[config.mk]
export PLATFORM = sky130hd
export DESIGN_NAME = dca_alu
export DESIGN_NICKNAME = d
export VERILOG_FILES = /design/src/rtl/core/dca_pkg.sv /design/src/rtl/core/dca_alu.sv
export SDC_FILE = /design/constraint.sdc
export NUM_CORES = 1
export LEC_CHECK = 0
export ABC_AREA = 0
export BUFFER_PORTS_ARGS = -buffer_cell sky130_fd_sc_hd__buf_2
export CAP_MARGIN = 25
export CORE_ASPECT_RATIO = 1.4
export CORE_UTILIZATION = 40
export DETAILED_ROUTE_END_ITERATION = 12
export MAX_ROUTING_LAYER = met4
export PLACE_DENSITY = 0.66
export SKIP_LAST_GASP = 1
export SYNTH_ARGS = -nofsm -noshare
export SYNTH_HDL_FRONTEND = slang
export SYNTH_SLANG_ARGS = --single-unit
[constraint.sdc]
create_clock -name vclk -period 27.7
set_input_delay 8.31 -clock vclk [all_inputs]
set_output_delay 8.31 -clock vclk [all_outputs]
set_load 0.05 [all_outputs]
[src/rtl/core/dca_pkg.sv]
// Shared types and constants for the delay, comb and allpass unit.
// Holds register index codes, mode codes, arithmetic unit operations and sequencer states.
// No dependencies.
package dca_pkg;

	localparam int GAIN_W     = 16;
	localparam int GAIN_FRAC  = 15;
	localparam int DELAY_W    = 20;
	localparam int MODE_W     = 2;
	localparam int CFG_IDX_W  = 2;
	localparam int CFG_DATA_W = 32;

	typedef logic [MODE_W-1:0] mode_t;

	// The spare code behaves as plain delay.
	localparam mode_t MODE_PLAIN   = 2'd0;
	localparam mode_t MODE_COMB    = 2'd1;
	localparam mode_t MODE_ALLPASS = 2'd2;

	typedef enum logic [CFG_IDX_W-1:0] {
		REG_MODE   = 2'd0,
		REG_INTERP = 2'd1,
		REG_GAIN   = 2'd2,
		REG_LENGTH = 2'd3
	} reg_idx_t;

	typedef enum logic [1:0] {
		ALU_INTERP   = 2'd0,
		ALU_FEED     = 2'd1,
		ALU_FEED_NEG = 2'd2
	} alu_op_t;

	typedef enum logic [2:0] {
		ST_CLEAR  = 3'd0,
		ST_IDLE   = 3'd1,
		ST_SETUP  = 3'd2,
		ST_RDA    = 3'd3,
		ST_RDB    = 3'd4,
		ST_INTERP = 3'd5,
		ST_GAIN   = 3'd6,
		ST_DONE   = 3'd7
	} state_t;

endpackage

[src/rtl/core/dca_alu.sv]
// Shared multiply, shift and saturating add/subtract unit of the delay, comb and allpass unit.
// Depends on dca_pkg for the operation codes and gain width.
module dca_alu import dca_pkg::*; #(
	parameter int SAMPLE_BITS = 24,
	parameter int FRAC_BITS   = 8
) (
	input  alu_op_t                       op,
	input  logic signed [SAMPLE_BITS:0]   mul_a,
	input  logic signed [GAIN_W:0]        mul_b,
	input  logic signed [SAMPLE_BITS-1:0] addend,
	output logic signed [SAMPLE_BITS-1:0] result
);

	localparam int PW = SAMPLE_BITS + GAIN_W + 2;
	localparam int SW = PW + 1;
	localparam logic signed [SW-1:0] SAT_HI = SW'((64'sd1 <<< (SAMPLE_BITS - 1)) - 64'sd1);
	localparam logic signed [SW-1:0] SAT_LO = -SAT_HI - SW'(1);

	logic signed [PW-1:0] prod;
	logic signed [PW-1:0] shifted;
	logic signed [SW-1:0] sum;

	always_comb begin
		prod = PW'(mul_a) * PW'(mul_b);
		// Arithmetic shifts round toward minus infinity.
		unique case (op)
			ALU_INTERP: begin
				shifted = prod >>> FRAC_BITS;
				sum     = SW'(addend) + SW'(shifted);
			end
			ALU_FEED: begin
				shifted = prod >>> GAIN_FRAC;
				sum     = SW'(addend) + SW'(shifted);
			end
			ALU_FEED_NEG: begin
				shifted = prod >>> GAIN_FRAC;
				sum     = SW'(addend) - SW'(shifted);
			end
			default: begin
				shifted = '0;
				sum     = SW'(addend);
			end
		endcase

		if (sum > SAT_HI) begin
			result = SAT_HI[SAMPLE_BITS-1:0];
		end else if (sum < SAT_LO) begin
			result = SAT_LO[SAMPLE_BITS-1:0];
		end else begin
			result = sum[SAMPLE_BITS-1:0];
		end
	end

endmodule

==> summary.txt, run 1 <==
=====================================================================================================
Result of the run                                                                        finished clean
Via density                                                                                      5.56
Gate family responsible for the most delay along the worst path                           adder cells
Post-synthesis xor/xnor area fraction                                                           3.77%
Net count after synthesis                                                                        3203
Number of nets at the end of the flow                                                            3201
Number of filler cells placed in the layout                                                      5138
Path category of the worst min-delay check                                                     in2out
Seq. cell area                                                                                0 sq um
Number of maximum-capacitance violations                                                            0
Post-route setup TNS                                                                             0 ns
Delay contributed by the slowest stage of the critical path                                   0.58 ns
Pin count of the biggest net entering global routing                                               55
Post-synthesis share of cell area spent on full adders, half adders and majority gates          51.3%
Required @ worst endpoint                                                                    19.39 ns
Critical path launch point type                                                            input port
Number of flip-flops and latches                                                                    0
Slowest CP cell                                                                          sky130_fd_sc_hd__fa_1
DRC marker count from the first detailed-route iteration                                          991
RePlAce Congestion                                                                              0.936
Sequential share of the synthesized area                                                           0%
Antenna violations before repair                                                                    0
Global-route wire length before repair                                                   98400 microns
Simple logic cell fraction of the synthesized area                                              17.9%
Critical path class                                                                            in2out
Cell taking the most area after synthesis                                                sky130_fd_sc_hd__fa_1
Share of Yosys cell area claimed by the top area cell type                                      40.0%
Antenna Cells                                                                                       0
Share of final-layout standard cells stronger than drive strength 1                             7.41%
Area Growth Syn to Fin                                                                          4.34%
Site Rows                                                                                          98
Share of cell area taken by muxes after synthesis                                              0.467%
Worst slew margin relative to its limit                                                         50.9%
Dpl hpwl                                                                                 52100 microns
Area enclosed by the die boundary                                                         53200 sq um
Number of warnings reported in the yosys synthesis log                                              0
Global-route usage over all layers                                                              24.1%
Number of top-level pins                                                                           92
Arrival time reported for the critical path endpoint                                         18.68 ns
Buffers on Ports                                                                                   92
RSZ-0062 raised after global routing                                                            false
Number of clock buffers in the layout                                                               0
Setup repair bufs after CTS                                                                         0
Final wirelength                                                                         61900 microns
Compound-gate portion of the synthesized area                                                   14.6%
Total of endpoints with negative setup slack in the final report                                    0
Final Max Tran Viols                                                                                0
Leftover overflow at the end of global routing                                                      0
Measured slew at the worst slew-check pin                                                    0.732 ns
Maximum operating frequency                                                                  37.0 MHz
Post_cts resized                                                                                    0
Dominant cells by area after synthesis                                                   sky130_fd_sc_hd__fa_1 (40%), sky130_fd_sc_hd__ha_1 (11%), sky130_fd_sc_hd__inv_1 (9.6%), sky130_fd_sc_hd__and2_1 (5.6%), sky130_fd_sc_hd__nand2_1 (5.4%)
Vertical die dimension                                                                    272 microns
Main combinational cell family by area after synthesis                                    adder cells
Peak fanout along the critical path                                                                25
Average cell area after synthesis                                                          8.26 sq um
Distinct cell type count after synthesis                                                           95
Via count of the first global-routing pass                                                      18800
Starting Density                                                                                40.7%
Antenna Nets Post-Route                                                                             0
Pre-Repair DR Iteration Count                                                                       6
DR DRC count                                                                                        0
Fraction of the cycle the final worst path needs                                                97.4%
Endpoints failing hold                                                                              0
Leading cell type in the layout, fill and taps excluded                                  sky130_fd_sc_hd__inv_1
Core region area                                                                          51400 sq um
Drt wl/cell                                                                              19.5 microns
Post-CTS Hold Fix Bufs                                                                              0
Buffering stage count on the worst path with inverters included                                     8
Synth Instances                                                                                  2529
Most used cell, CP                                                                       sky130_fd_sc_hd__fa_1
Final core utilization                                                                          42.4%
Vias post-DR                                                                                    17700
Die Wd                                                                                    195 microns
Top library cells by usage in the layout, fill and taps aside                            sky130_fd_sc_hd__inv_1 (532), sky130_fd_sc_hd__fa_1 (418), sky130_fd_sc_hd__nand2_1 (302)
Post-synth design cell area                                                               20900 sq um
Critical path endpoint category                                                           output port
Minimum clock period after layout                                                            26.99 ns
=====================================================================================================
-- synth_stat cells, types with 13 or more instances --
library cell and number:
sky130_fd_sc_hd__clkbuf_1 89, sky130_fd_sc_hd__and2_1 187, sky130_fd_sc_hd__o31ai_1 13, sky130_fd_sc_hd__o21a_1 15, sky130_fd_sc_hd__o21ai_0 63, sky130_fd_sc_hd__a22oi_2 22
sky130_fd_sc_hd__a211oi_1 17, sky130_fd_sc_hd__nand2b_1 17, sky130_fd_sc_hd__xnor2_1 59, sky130_fd_sc_hd__a21oi_1 109, sky130_fd_sc_hd__nor3_1 27, sky130_fd_sc_hd__a21o_1 22
sky130_fd_sc_hd__nor2b_1 18, sky130_fd_sc_hd__o21bai_1 15, sky130_fd_sc_hd__xor2_1 31, sky130_fd_sc_hd__nand3_1 17, sky130_fd_sc_hd__fa_1 418, sky130_fd_sc_hd__nand2_1 302
sky130_fd_sc_hd__nand4_1 17, sky130_fd_sc_hd__nor2_1 121, sky130_fd_sc_hd__ha_1 188, sky130_fd_sc_hd__inv_1 532
-- worst paths after layout --
path	start	endpoint	slack (ns)	cells past startpoint
max	mul_b[10]	result[0]	0.71	39
min	addend[5]	result[5]	17.28	6
-- per-stage QoR --
step	std cells	worst slack [ns]	hold WS, ns	instance area, sq um
3_5_place_dp	3175	0.861	17.28	21800
6_report	3175	0.707	17.28	21800
5_1_grt	3175	0.105	17.31	21800
4_1_cts	3175	0.810	17.28	21800
2_1_floorplan	2529	1.71	16.98	20900
3_3_place_gp	3175	0.997	17.27	21800
-- cell families (layout without fill, tap and decap cells) --
logic type / count (synthesis) / in the layout
muxes: 6 / 6
buffers and inverters: 645 / 641
xor gates and xnor gates: 90 / 90
and+or+nand+nor: 766 / 766
adders and majority gates: 606 / 606
AOI/OAI and AO/OA: 416 / 416
-- area by class of cell --
| cell class | count | area (sq um) | share of cell area (%) |
|---|---|---|---|
| inverters | 533 | 2000 | 9.17 |
| multi-input cells | 1884 | 18400 | 84.4 |
| well taps | 650 | 813 | 3.73 |
| repair buffers | 108 | 581 | 2.66 |
-- metal layers --
metal  vias up  GRT usage (%)  part of all wire [%]
li1       7945              -                     -
met1      9004           24.5                    35
met2       521           45.9                    56
met3       192          0.953                   3.2
met4         0           13.3                   6.5
met5         -              -                     0
Power of run 1 is left out: the tool's default activity adds up to more than one toggle a clock period on the data nets, which glitch-free logic cannot reach.
==> run 2: changes to the inputs <==
==> constraint.sdc (replaced) <==
create_clock -name vclk -period 33.4
set_input_delay 10.02 -clock vclk [all_inputs]
set_output_delay 10.02 -clock vclk [all_outputs]
set_load 0.005 [all_outputs]
==> summary.txt, run 2 (same netlist as run 1, synthesis figures left out) <==
===================================================================================
Fraction of the cycle the final worst path needs                              91.1%
Global-route wire length before repair                                 102000 microns   was 98400 microns
Post-route setup TNS                                                           0 ns   unchanged
Worst setup slack after layout                                              2.96 ns   was 0.707 ns
Pre-Repair DR Iteration Count                                                     7   was 6
Pin count of the biggest net entering global routing                             55   unchanged
Post-CTS Hold Fix Bufs                                                            0   unchanged
Measured slew at the worst slew-check pin                                  0.799 ns   was 0.732 ns
Required @ worst endpoint                                                  23.38 ns   was 19.39 ns
Number of top-level pins                                                         92   unchanged
Area enclosed by the die boundary                                       53200 sq um   unchanged
Seq. cell area                                                              0 sq um   unchanged
Share of final-layout standard cells stronger than drive strength 1           7.19%   was 7.41%
Setup repair bufs after CTS                                                       0   unchanged
Number of filler cells placed in the layout                                    5153   was 5138
Die Wd                                                                  195 microns   unchanged
Endpoints failing hold                                                            0   unchanged
Number of nets at the end of the flow                                          3195   was 3201
DR DRC count                                                                      0   unchanged
Number of flip-flops and latches                                                  0   unchanged
Starting Density                                                              40.7%   unchanged
Final wirelength                                                       63800 microns   was 61900 microns
Result of the run                                                      finished clean   unchanged
Vertical die dimension                                                  272 microns   unchanged
Final Max Tran Viols                                                              0   unchanged
Worst slew margin relative to its limit                                       46.3%   was 50.9%
RSZ-0062 raised after global routing                                          false   unchanged
Vias post-DR                                                                  17800   was 17700
Worst Hold Path Cells                                                             4   was 6
Arrival time reported for the critical path endpoint                       20.42 ns   was 18.68 ns
Leading cell type in the layout, fill and taps excluded                sky130_fd_sc_hd__inv_1   unchanged
Number of maximum-capacitance violations                                          0   unchanged
Post_cts resized                                                                  0   unchanged
Leftover overflow at the end of global routing                                    0   unchanged
Antenna violations before repair                                                  0   unchanged
Site Rows                                                                        98   unchanged
Area Growth Syn to Fin                                                        4.13%   was 4.34%
Minimum clock period after layout                                          30.44 ns
Path category of the worst min-delay check                                   in2out   unchanged
Maximum operating frequency                                                32.8 MHz
Total of endpoints with negative setup slack in the final report                  0   unchanged
DRC marker count from the first detailed-route iteration                        957   was 991
Critical path launch point type                                          input port   unchanged
Core region area                                                        51400 sq um   unchanged
Antenna Cells                                                                     0   unchanged
Via density                                                                    5.60   was 5.56
Cell total after placement                                                     3169   was 3175
Place WS                                                                    2.98 ns   was 0.861 ns
Number of clock buffers in the layout                                             0   unchanged
Via count of the first global-routing pass                                    18900   was 18800
Count of placed standard cells in the final layout, fillers left out           3169   was 3175
Peak fanout along the critical path                                              25   unchanged
Critical path class                                                          in2out   unchanged
Top library cells by usage in the layout, fill and taps aside          sky130_fd_sc_hd__inv_1 (532), sky130_fd_sc_hd__fa_1 (418), sky130_fd_sc_hd__nand2_1 (302)   unchanged
Most used cell, CP                                                     sky130_fd_sc_hd__fa_1   unchanged
Drt wl/cell                                                            20.1 microns   was 19.5 microns
Dpl hpwl                                                               53300 microns   was 52100 microns
Slowest CP cell                                                        sky130_fd_sc_hd__nor4_1   was sky130_fd_sc_hd__fa_1
RePlAce Congestion                                                            0.951   was 0.936
Critical path endpoint category                                         output port   unchanged
Global-route usage over all layers                                            25.1%   was 24.1%
Antenna Nets Post-Route                                                           0   unchanged
Buffers on Ports                                                                 92   unchanged
Delay contributed by the slowest stage of the critical path                 0.58 ns   about the same
===================================================================================
-- run 2: cell count changes in the layout (fill, tap and decap cells not counted) --
cell / before / now
sky130_fd_sc_hd__buf_4: 16 / 10
-- run 2: through the flow --
step	instance area, sq um	hold slack [ns]	utilization [%]
final	21800	20.61	42.4
after global routing	21800	20.65	42.4
after CTS	21800	20.61	42.4
after detailed placement	21800	20.60	42.4
after global placement	21800	20.60	42.4
after floorplan	20900	20.25	-
-- run 2: worst max-delay path, delay by kind of cell --
| family | cells | cell delay [ns] |
|---|---|---|
| simple gates | 8 | 1.46 |
| compound gates | 14 | 3.36 |
| xor+xnor | 1 | 0.42 |
| buf+inv | 8 | 1.25 |
| fa+ha+maj | 8 | 3.84 |
-- run 2: final timing paths --
path                  start         end
setup / recovery  mul_b[10]  result[17]
hold / removal    addend[2]   result[2]
-- run 2: per-layer routing --
metal	share of wire, %	GRT usage [%]	up-vias
li1	-	-	7931
met1	34	25.8	9007
met2	55	46.2	577
met3	3.2	0.879	239
met4	8.2	17.1	0
met5	0	-	-
-- run 2: cell type report --
class	count	area, sq um	share of cell area [%]
Tap cell	650	813	3.74
Inverter	533	2000	9.19
Multi-Input combinational cell	1884	18400	84.6
Timing Repair Buffer	102	536	2.46
Power of run 2 is left out for the same reason.
